$ cat src/uvs_pkg.sv
`timescale 1ns / 1ps
// uvs_pkg: shared widths, constants and types of the uv sphere vertex generator
// used by every module of the block, depends on nothing
package uvs_pkg;

  localparam int CW       = 9;   // count and grid index width
  localparam int IDXW     = 17;  // vertex index width
  localparam int RADW     = 24;  // radius width, unsigned Q8.16
  localparam int POSW     = 25;  // position width, signed Q8.16
  localparam int NRMW     = 16;  // normal width, signed Q1.14
  localparam int ANGW     = 32;  // binary angle width
  localparam int QW       = ANGW + 1;  // quotient width of the angle divider
  localparam int CRDW     = 34;  // cordic datapath width
  localparam int TRGW     = 32;  // width of a clamped Q30 sine or cosine
  localparam int MULW     = 2 * TRGW;
  localparam int PPW      = RADW + 1 + TRGW;
  localparam int CFGW     = 2;   // register index width

  localparam int MAX_SECTORS_DEF  = 256;
  localparam int MAX_STACKS_DEF   = 256;
  localparam int CORDIC_STEPS_DEF = 16;
  localparam int CORDIC_TAB_LEN   = 24;

  localparam logic [RADW-1:0] RADIUS_RST  = 24'd65536;
  localparam logic [CW-1:0]   SECTORS_RST = 9'd36;
  localparam logic [CW-1:0]   STACKS_RST  = 9'd18;
  localparam logic [CW-1:0]   MIN_SECTORS = 9'd3;
  localparam logic [CW-1:0]   MIN_STACKS  = 9'd2;

  localparam logic signed [CRDW-1:0] GAIN_Q30    = 34'sd652032875;
  localparam logic signed [CRDW-1:0] QUARTER_TRN = 34'sd1073741824;
  localparam logic signed [CRDW-1:0] HALF_TRN    = 34'sd2147483648;
  localparam logic [ANGW-1:0]        RING_OFS    = 32'h4000_0000;
  localparam logic signed [NRMW-1:0] NORM_LIM    = 16'sd16384;

  localparam logic [ANGW-1:0] ATAN_TAB [CORDIC_TAB_LEN] = '{
    32'd536870912, 32'd316933406, 32'd167458907, 32'd85004756, 32'd42667331,
    32'd21354465, 32'd10680862, 32'd5340245, 32'd2670163, 32'd1335087,
    32'd667544, 32'd333772, 32'd166886, 32'd83443, 32'd41722, 32'd20861,
    32'd10430, 32'd5215, 32'd2608, 32'd1304, 32'd652, 32'd326, 32'd163, 32'd81
  };

  typedef enum logic [CFGW-1:0] {
    REG_RADIUS  = 2'd0,
    REG_SECTORS = 2'd1,
    REG_STACKS  = 2'd2
  } cfg_reg_e;

  typedef struct packed {
    logic [IDXW-1:0] top;
    logic [IDXW-1:0] bottom;
    logic            upper;
    logic            lower;
    logic            oor;
  } uvs_side_t;

endpackage

$ cat src/uvs_div_pipe.sv
`timescale 1ns / 1ps
// uvs_div_pipe: pipelined long division floor(a * 2^32 / d) for a below 2 * d, one quotient bit per stage
// depends on uvs_pkg
module uvs_div_pipe
  import uvs_pkg::*;
(
  input  logic          clk_i,
  input  logic [CW-1:0] a_i,
  input  logic [CW-1:0] d_i,
  output logic [QW-1:0] q_o
);

  localparam int NB = ANGW;

  logic [CW-1:0] r_q [NB+1];
  logic [QW-1:0] q_q [NB+1];
  logic          ge0;

  assign ge0 = (a_i >= d_i);

  // integer part first, then one fraction bit per stage
  always_ff @(posedge clk_i) begin
    r_q[0] <= ge0 ? (a_i - d_i) : a_i;
    q_q[0] <= {{(QW-1){1'b0}}, ge0};
  end

  for (genvar k = 0; k < NB; k++) begin : g_bit
    logic [CW:0] r2;
    logic        ge;
    assign r2 = {r_q[k], 1'b0};
    assign ge = (r2 >= {1'b0, d_i});
    always_ff @(posedge clk_i) begin
      r_q[k+1] <= ge ? CW'(r2 - {1'b0, d_i}) : r2[CW-1:0];
      q_q[k+1] <= {q_q[k][QW-2:0], ge};
    end
  end

  assign q_o = q_q[NB];

endmodule

$ cat config.mk
export PLATFORM = sky130hd
export DESIGN_NAME = uvs_div_pipe
export DESIGN_NICKNAME = d
export VERILOG_FILES = /design/src/uvs_pkg.sv /design/src/uvs_div_pipe.sv
export SDC_FILE = /design/constraint.sdc
export NUM_CORES = 1
export LEC_CHECK = 0
export ABC_CLOCK_PERIOD_IN_PS = 8070
export BUFFER_PORTS_ARGS = -buffer_cell sky130_fd_sc_hd__buf_2
export CAP_MARGIN = 15
export CELL_PAD_IN_SITES_DETAIL_PLACEMENT = 2
export CELL_PAD_IN_SITES_GLOBAL_PLACEMENT = 2
export CORE_ASPECT_RATIO = 0.6
export CORE_MARGIN = 3
export CORE_UTILIZATION = 45
export CTS_CLUSTER_DIAMETER = 60
export CTS_CLUSTER_SIZE = 14
export DETAILED_ROUTE_END_ITERATION = 10
export PLACE_DENSITY = 0.83
export SYNTH_ARGS = -nofsm -noshare
export SYNTH_HDL_FRONTEND = slang
export SYNTH_SLANG_ARGS = --single-unit
export TNS_END_PERCENT = 50
$ cat constraint.sdc
create_clock -name clk_i -period 8.07 [get_ports clk_i]
set_input_delay 0.4035 -clock clk_i [delete_from_list [all_inputs] [get_ports clk_i]]
set_output_delay 0.4035 -clock clk_i [all_outputs]
set_load 0.01 [all_outputs]
=== After elaboration in Yosys (flattened, before gate mapping) ===
Memories as Yosys holds them, arrays and structs flattened.
Cells that the tools add are included.

* Register bits after elaboration: 0
* Bits in writable memories: 1386
* Bits of input ports: 19
* Output and inout bits: 33
* Word-level logic and storage cells: 101
* Memories kept: 2

{| class="wikitable"
|+ Memory list
! name !! depth !! width !! read ports !! clocked after memory_dff !! write ports !! line !! RTL
|-
| q_q || 33 || 33 || 33 || 0 || 33 || uvs_div_pipe.sv:16 || <nowiki>logic [QW-1:0] q_q [NB+1];</nowiki>
|-
| r_q || 33 || 9 || 32 || 0 || 33 || uvs_div_pipe.sv:15 || <nowiki>logic [CW-1:0] r_q [NB+1];</nowiki>
|}

* $add $sub $neg: 33
* Order comparisons: 33
* Muxes and demuxes: 33

{| class="wikitable"
|+ Operators by type and width
! operator !! number
|-
| $ge 10x9->1 || 32
|-
| $mux 9 || 33
|-
| $sub 9x9->9 || 33
|-
| $ge 9x9->1 || 1
|}

=== Depth between registers and ports, before layout ===
Gate-level depths: netlist of run 1.
An unclocked memory read counts as a cell.

* Depth in word-level cells: 3
* Depth in mapped cells: 10
* Mapped depth without buffers: 9

=== Least setup slack after synthesis of run 1 ===
Ideal clock, no wire load.

* Path kind: input port to flip-flop
* Start: input port d_i[0]
* End: memory r_q[11][2], in the netlist r_q[0][101]
* Library setup time: 0.121 ns
* Data arrival time: 2.990 ns
* Required time: 7.949 ns
* Slack: 4.960 ns
* Cell stages on the path: 8
* Buffers on the path: 2
* Cell sequence: clkbuf_1 -> inv_1 -> clkbuf_1 -> ha_1 -> nand3_1 -> or2_2 -> a41oi_4 -> mux2_2

{| class="wikitable"
|+ RTL lines
! what !! line !! RTL
|-
| start, declared || uvs_div_pipe.sv:9 || <nowiki>input logic [CW-1:0] d_i,</nowiki>
|-
| end, declared || uvs_div_pipe.sv:15 ||
|}

==> results of run 1 <==
## flip-flops by register name, indices dropped and copies added, names as in the netlist
name,cells
r_q,288
q_q,561
## final timing paths
kind | end | depth (start not counted) | slack [ps]
worst max-delay path | r_q[0][188] | 10 | 4900
worst max register to register | r_q[0][20] | 7 | 5420
worst min register to register | q_q[4][39] | 0 | 310
worst min-delay path | r_q[0][6] | 2 | 50
## power groups by stage
stage | combinational (uW) | sequential (uW) | clock, uW
6_report | 7980 | 7280 | 3200
3_5_place_dp | 7810 | 7340 | 0
2_1_floorplan | 5900 | 6880 | 0
5_1_grt | 8870 | 7480 | 3500
4_1_cts | 7990 | 7310 | 3320
3_3_place_gp | 7110 | 7210 | 0
## layout by cell type (no fill, tap or decap), types with 20 or more instances in the layout
master and n:
a31oi_1 28, a21o_1 45, fa_1 32, o31ai_1 34, xnor2_1 89, ha_1 296
and3_1 32, xor2_1 22, a21boi_0 29, clkbuf_16 76, nand2b_1 91, a221oi_1 22
o21ai_0 127, a21oi_1 147, mux2i_1 45, or4_1 22, mux2_2 136, nor2b_1 22
dfxtp_1 849, a211oi_1 44, nor2_1 183, inv_1 94, nand3_1 76, and2_1 20
o31a_1 25, nor3b_1 28, o21a_1 66, buf_2 50, nand2_1 145
## cell families (layout without fill, tap and decap cells)
logic type               after synthesis  in the layout  share of synthesized area (%)
multiplexers                         182            182                           5.91
buffers and inverters                124            258                           1.40
adder cells (fa/ha/maj)              328            328                           12.9
flip-flops                           849            849                           50.4
AO/OA/AOI/OAI                        671            671                           14.6
AND/OR/NAND/NOR                      760            760                           12.0
XOR/XNOR                             111            111                           2.88
## cell type report
type                            instances  area, um^2  share of cell area [%]
Tap cell                              987        1230                    3.31
Clock inverter                          7        63.8                   0.171
Clock buffer                           81        1940                    5.20
Timing Repair Buffer                   67         385                    1.03
Sequential cell                       849       17000                    45.6
Multi-Input combinational cell       2052       16300                    43.7
Inverter                              103         387                    1.04
## through the flow
step	utilization, %	std cells	setup slack [ps]	total power (uW)
global placement	47.7	4055	4500	14300
floorplan	-	3025	4960	12800
global route	50.4	4146	4780	19900
finish	50.4	4146	4900	18500
detailed placement	47.7	4055	4300	15100
CTS	50.4	4146	4940	18600
## routing by layer
layer / vias to the layer above / global-route usage (%) / routed length [um]
li1: 11100 / - / -
met1: 11700 / 31.1 / 43600
met2: 307 / 40.3 / 43900
met3: 160 / 4.25 / 2900
met4: 2 / 6.88 / 2190
met5: - / 0 / 9
## cells in the mapped netlist, types with 18 or more instances
master	count
a211o_1	18
a211oi_1	44
a21boi_0	29
a21o_1	45
a21oi_1	147
a221oi_1	22
a31oi_1	28
and2_1	20
and2b_1	18
and3_1	32
dfxtp_1	849
fa_1	32
ha_1	296
inv_1	103
mux2_2	136
mux2i_1	45
nand2_1	145
nand2b_1	91
nand3_1	76
nor2_1	183
nor2b_1	22
nor3b_1	28
o21a_1	66
o21ai_0	127
o31a_1	25
o31ai_1	34
or4_1	22
xnor2_1	89
xor2_1	22
## worst reg2reg max path: cells and delay by family, from the launching register on
family	cells	cell delay, ps
DFF	1	370
and+or+nand+nor	1	230
AOI/OAI and AO/OA	3	1000
adders and majority gates	1	430
buffers and inverters	1	90
muxes	1	430
## what timing repair did
| item | in CTS | in global routing |
|---|---|---|
| hold buffers | 3 | 0 |
| buffers inserted | 0 | 0 |
| endpoints found under the hold margin | 3 | 0 |
==> results.md, run 1 <==
- Status: completed
- DRC: 0
- Sw Pwr: 6870 uW
- Register area share after synthesis: 50.4%
- Synth warn: 0
- # resized after CTS: 0
- Final slew viol count: 0
- First-pass GRT wire length: 149,000 um
- Pin count of the biggest net entering global routing: 50
- Worst Hold Class: input pin to flop
- Synthesized area: 0.0338 mm^2
- Seq pwr share: 39.4%
- Syn_nets: 3,372
- Vias in the first global route: 26,200
- Clock Sinks: 849
- Slowest stage delay, CP: 550 ps
- Fmax: 315 MHz
- CP arrival: 3710 ps
- TritonCTS Buffers: 72
- Final Setup Violations: 0
- H-tree depth: 3
- Final hold viol count: 0
- Clock buffer depth: 3
- Reg clk slew, reported paths: 70 ps
- Initial Utilization: 45.6%
- Dpl hpwl: 63,300 um
- Initial antenna violation count: 1
- Critical Path Fanout Max: 22
- Grt total ovfl: 0
- Syn Area/Cell: 11.2 um^2
- Synth area leader: dfxtp_1
- Post-synthesis instance total: 3,025
- Drt total wl: 92,600 um
- Slowest-stage cell, CP: o31a_1
- DR pass1 iterations: 8
- GP Congestion: 0.837
- Relative slew slack: 39.3%
- Site Rows: 77
- Critical Path RT: 8610 ps
- NumNets Final: 3,492
- Post-DRT Antenna Nets: 0
- Vias per inst: 5.62
- Clock root buffer: clkbuf_16
- Cells along the critical path: buf_2, clkinv_1, buf_4, ha_1, ha_1, nand2b_1, a31oi_1, o31a_1, inv_1, mux2_2
- Top FF cell, synth: dfxtp_1
- Cell repeated most along the worst path: ha_1
- P&R area growth vs syn: 10.5%
- Num ports: 52
- Worst Hold Launch: a_i[6]
- Worst VDD drop: 249 uV
- Crit start category: input pin
- Setup TNS: 0 ps
- Worst Tran Pin Value: 911 ps
- Diode count: 0
- DIE WIDTH: 360 um
- Port-buffer cells: 51
- Core area: 0.0740 mm^2
- PwrDens: 495 mW/mm^2
- Ratio of final minimum period to clock period: 39.3%
- Clk_skew: 23.0 ps
- RR Startpoint: r_q[0][9]
- 1st-iter DRT viols: 1,140
- Placed Area: 0.0353 mm^2
- EDFF count, synth: 0
- Critical Path Sink Type: flop
- Max-cap violations: 0
- Die Ht: 218 um
- Design area: 0.0373 mm^2
- Logic pwr share: 43.2%
- P_int: 11,600 uW
- Yosys reg bits: 849
- Synth top area share: 50.4%
- Synth cell types: 66
- Clock latency on the worst-skew pair: 650 ps
- Wire length per cell: 22.3 um
- Clock share of power: 17.3%
- Kind of critical path: input pin to flop
- Asr flop ratio synth: 0%
- Fin crit period: 3170 ps
- Die ar.: 0.0784 mm^2
- Via count: 23,300
- Gr usage total: 23.8%
- # fillers: 7,360
- RSZ-0062 raised after global routing: no
- Family with the most delay on the worst path: buffers and inverters
- Fraction of power spent switching nets: 37.2%
- CTS tree: built
- WHS: 47.4 ps
- Top post-synthesis cells by area: dfxtp_1 50%, ha_1 11%, mux2_2 4.5%, xnor2_1 2.3%, a21oi_1 2.2%
- CP Buf/Inv Count: 4
- Layout cells sized above 1: 11.8%
- Worst Setup SP: d_i[1]
- P_leak: 0.0158 uW
Power figures use the tool's default switching activity.
==> run 2, diff against run 1 <==
--- a/config.mk
+++ b/config.mk
@@ -5,18 +5,18 @@
 export SDC_FILE = /design/constraint.sdc
 export NUM_CORES = 1
 export LEC_CHECK = 0
-export ABC_CLOCK_PERIOD_IN_PS = 8070
+export ABC_CLOCK_PERIOD_IN_PS = 3100
 export BUFFER_PORTS_ARGS = -buffer_cell sky130_fd_sc_hd__buf_2
 export CAP_MARGIN = 15
 export CELL_PAD_IN_SITES_DETAIL_PLACEMENT = 2
 export CELL_PAD_IN_SITES_GLOBAL_PLACEMENT = 2
 export CORE_ASPECT_RATIO = 0.6
 export CORE_MARGIN = 3
-export CORE_UTILIZATION = 45
+export CORE_UTILIZATION = 43
 export CTS_CLUSTER_DIAMETER = 60
 export CTS_CLUSTER_SIZE = 14
 export DETAILED_ROUTE_END_ITERATION = 10
-export PLACE_DENSITY = 0.83
+export PLACE_DENSITY = 0.8
 export SYNTH_ARGS = -nofsm -noshare
 export SYNTH_HDL_FRONTEND = slang
 export SYNTH_SLANG_ARGS = --single-unit
==> constraint.sdc (replaced) <==
create_clock -name clk_i -period 3.1 [get_ports clk_i]
set_input_delay 0.155 -clock clk_i [delete_from_list [all_inputs] [get_ports clk_i]]
set_output_delay 0.155 -clock clk_i [all_outputs]
set_load 0.01 [all_outputs]
==> results.md, run 2 (same netlist as run 1, synthesis figures left out) <==
- Crit path capture: r_q[0][250]
- Final Setup Violations: 0
- Clock Sinks: 849
- CTS tree: built
- DR pass1 iterations: 5
- Most frequent cells in the layout: 849 x dfxtp_1, 296 x ha_1, 183 x nor2_1
- Initial antenna violation count: 0
- RSZ-0062 raised after global routing: no
- GP Congestion: 0.822
- Vias in the first global route: 26,500
- Grt total ovfl: 0
- DRC: 0
- Final hold viol count: 0
- Site Rows: 78
- First-pass GRT wire length: 152,000 um
- Wire length per cell: 22.2 um
- 1st-iter DRT viols: 1,325
- PwrDens: 1280 mW/mm^2
- Max reg flops: 561
- Fmax: 363 MHz
- Num ports: 52
- Commonest non-fill, non-tap cell in the layout: dfxtp_1
- Core area: 0.0766 mm^2
- # resized after CTS: 0
- Kind of critical path: input pin to flop
- Drt total wl: 93,600 um
- Worst Hold Class: input pin to flop
- P&R area growth vs syn: 11.6%
- Reg2reg setup slack: 520 ps
- Vias per inst: 5.55
- Clk_skew: 27.2 ps
- Fin crit period: 2760 ps
- Ratio of final minimum period to clock period: 89.0%
- Fin util: 49.2%
- Pin count of the biggest net entering global routing: 34
- Hold depth: 4
- Post-CTS Repair Setup Buffers: 0
- Layout cells sized above 1: 12.5%
- DIE WIDTH: 368 um
- Largest Register: q_q
- Via count: 23,400
- Critical Path Sink Type: flop
- Critical Path RT: 3660 ps
- Max-cap violations: 0
- NumNets Final: 3,526
- Worst Setup SP: d_i[0]
- Clock root buffer: clkbuf_16
- Die ar.: 0.0820 mm^2
- Final slew viol count: 0
- Clock buffer depth: 3
- Worst VDD drop: 436 uV
- Relative slew slack: 58.3%
- Crit start category: input pin
- Critical Path Fanout Max: 25
- Die Ht: 223 um
- Initial Utilization: 44.1%
- TritonCTS Buffers: 70
- H-tree depth: 3
- RR Startpoint: r_q[0][234]
- R2r endpoint: r_q[0][250]
- Biggest regs: q_q x561, r_q x288
- Port-buffer cells: 51
- Reg2Reg Depth: 7
- Clock latency on the worst-skew pair: 670 ps
- Diode count: 0
- Dpl hpwl: 64,200 um
- Status: completed
- Post-DRT Antenna Nets: 0
- Setup TNS: 0 ps
- Reg clk slew, reported paths: 80 ps
- # fillers: 7,602
- CP arrival: 3320 ps
- Multi-input gate area: 0.0163 mm^2
- Gr usage total: 23.0%
- Worst Tran Pin Value: 625 ps
- Register Area: 0.0170 mm^2
- P_leak: 0.0160 uW
==> run 2: cell count changes in the layout (fill, tap and decap cells not counted), moves of 3 or more <==
| cell | before | now |
|---|---|---|
| buf_4 | 14 | 31 |
| buf_12 | 0 | 12 |
| dlygate4sd3_1 | 3 | 10 |
| clkbuf_16 | 76 | 71 |
| clkinv_1 | 5 | 1 |
| clkbuf_1 | 3 | 0 |
| clkinv_4 | 3 | 0 |
| clkinv_8 | 1 | 4 |
| inv_2 | 4 | 7 |
==> run 2: worst max-delay path, stage by stage <==
cell	delay, ps
dlygate4sd3_1	550
buf_4	260
buf_12	220
fa_1	490
nand2b_1	220
a211o_1	340
and2_4	210
a41oi_4	400
mux2_2	410
==> run 2: worst min path at each step <==
| stage | startpoint | endpoint | slack (ps) |
|---|---|---|---|
| finish | d_i[1] | r_q[0][1] | 210 |
| global route | d_i[1] | r_q[0][1] | 220 |
| CTS | d_i[1] | r_q[0][1] | 180 |
| detailed placement | q_q[9][37] | q_q[10][5] | 310 |
| global placement | q_q[9][33] | q_q[10][1] | 310 |
| floorplan | a_i[6] | r_q[0][6] | 280 |
==> run 2: per-layer routing <==
metal | track usage (%) | wire, um | share of wire (%)
met5 | 0 | 0 | 0
met2 | 38.2 | 43500 | 46
met1 | 31.2 | 45100 | 48
met3 | 3.84 | 2760 | 2.9
met4 | 5.96 | 2210 | 2.4
==> run 2: what timing repair did <==
action,4_1_cts,5_1_grt
hold buffers,10,0
setup endpoints to repair,0,0
hold endpoints to repair,15,0
==> run 2: power breakdown <==
part / internal (uW) / total (uW) / switching [uW]
registers: 16500 / 18900 / 2440
clock network: 4130 / 8070 / 3940
logic: 9540 / 21100 / 11600
total: 30100 / 48100 / 18000
==> run 2: final cells by class <==
| class | count | area share (%) |
|---|---|---|
| tap | 1040 | 3.45 |
| clock buffer | 72 | 4.75 |
| inverter | 103 | 1.03 |
| clock inverter | 7 | 0.262 |
| sequential | 849 | 45.1 |
| multi-input combinational | 2052 | 43.2 |
| timing repair buffer | 103 | 2.18 |
==> run 2: stage by stage <==
step | total power (uW) | instances | hold WS (ps) | instance area [um^2] | worst slack [ps]
after floorplan | 33300 | 3025 | 283 | 33800 | 238
after global routing | 51700 | 4226 | 218 | 37700 | 240
final | 48100 | 4226 | 210 | 37700 | 342
after detailed placement | 39600 | 4137 | 313 | 35700 | 308
after CTS | 48400 | 4226 | 181 | 37700 | 405
after global placement | 37600 | 4137 | 310 | 35700 | 429
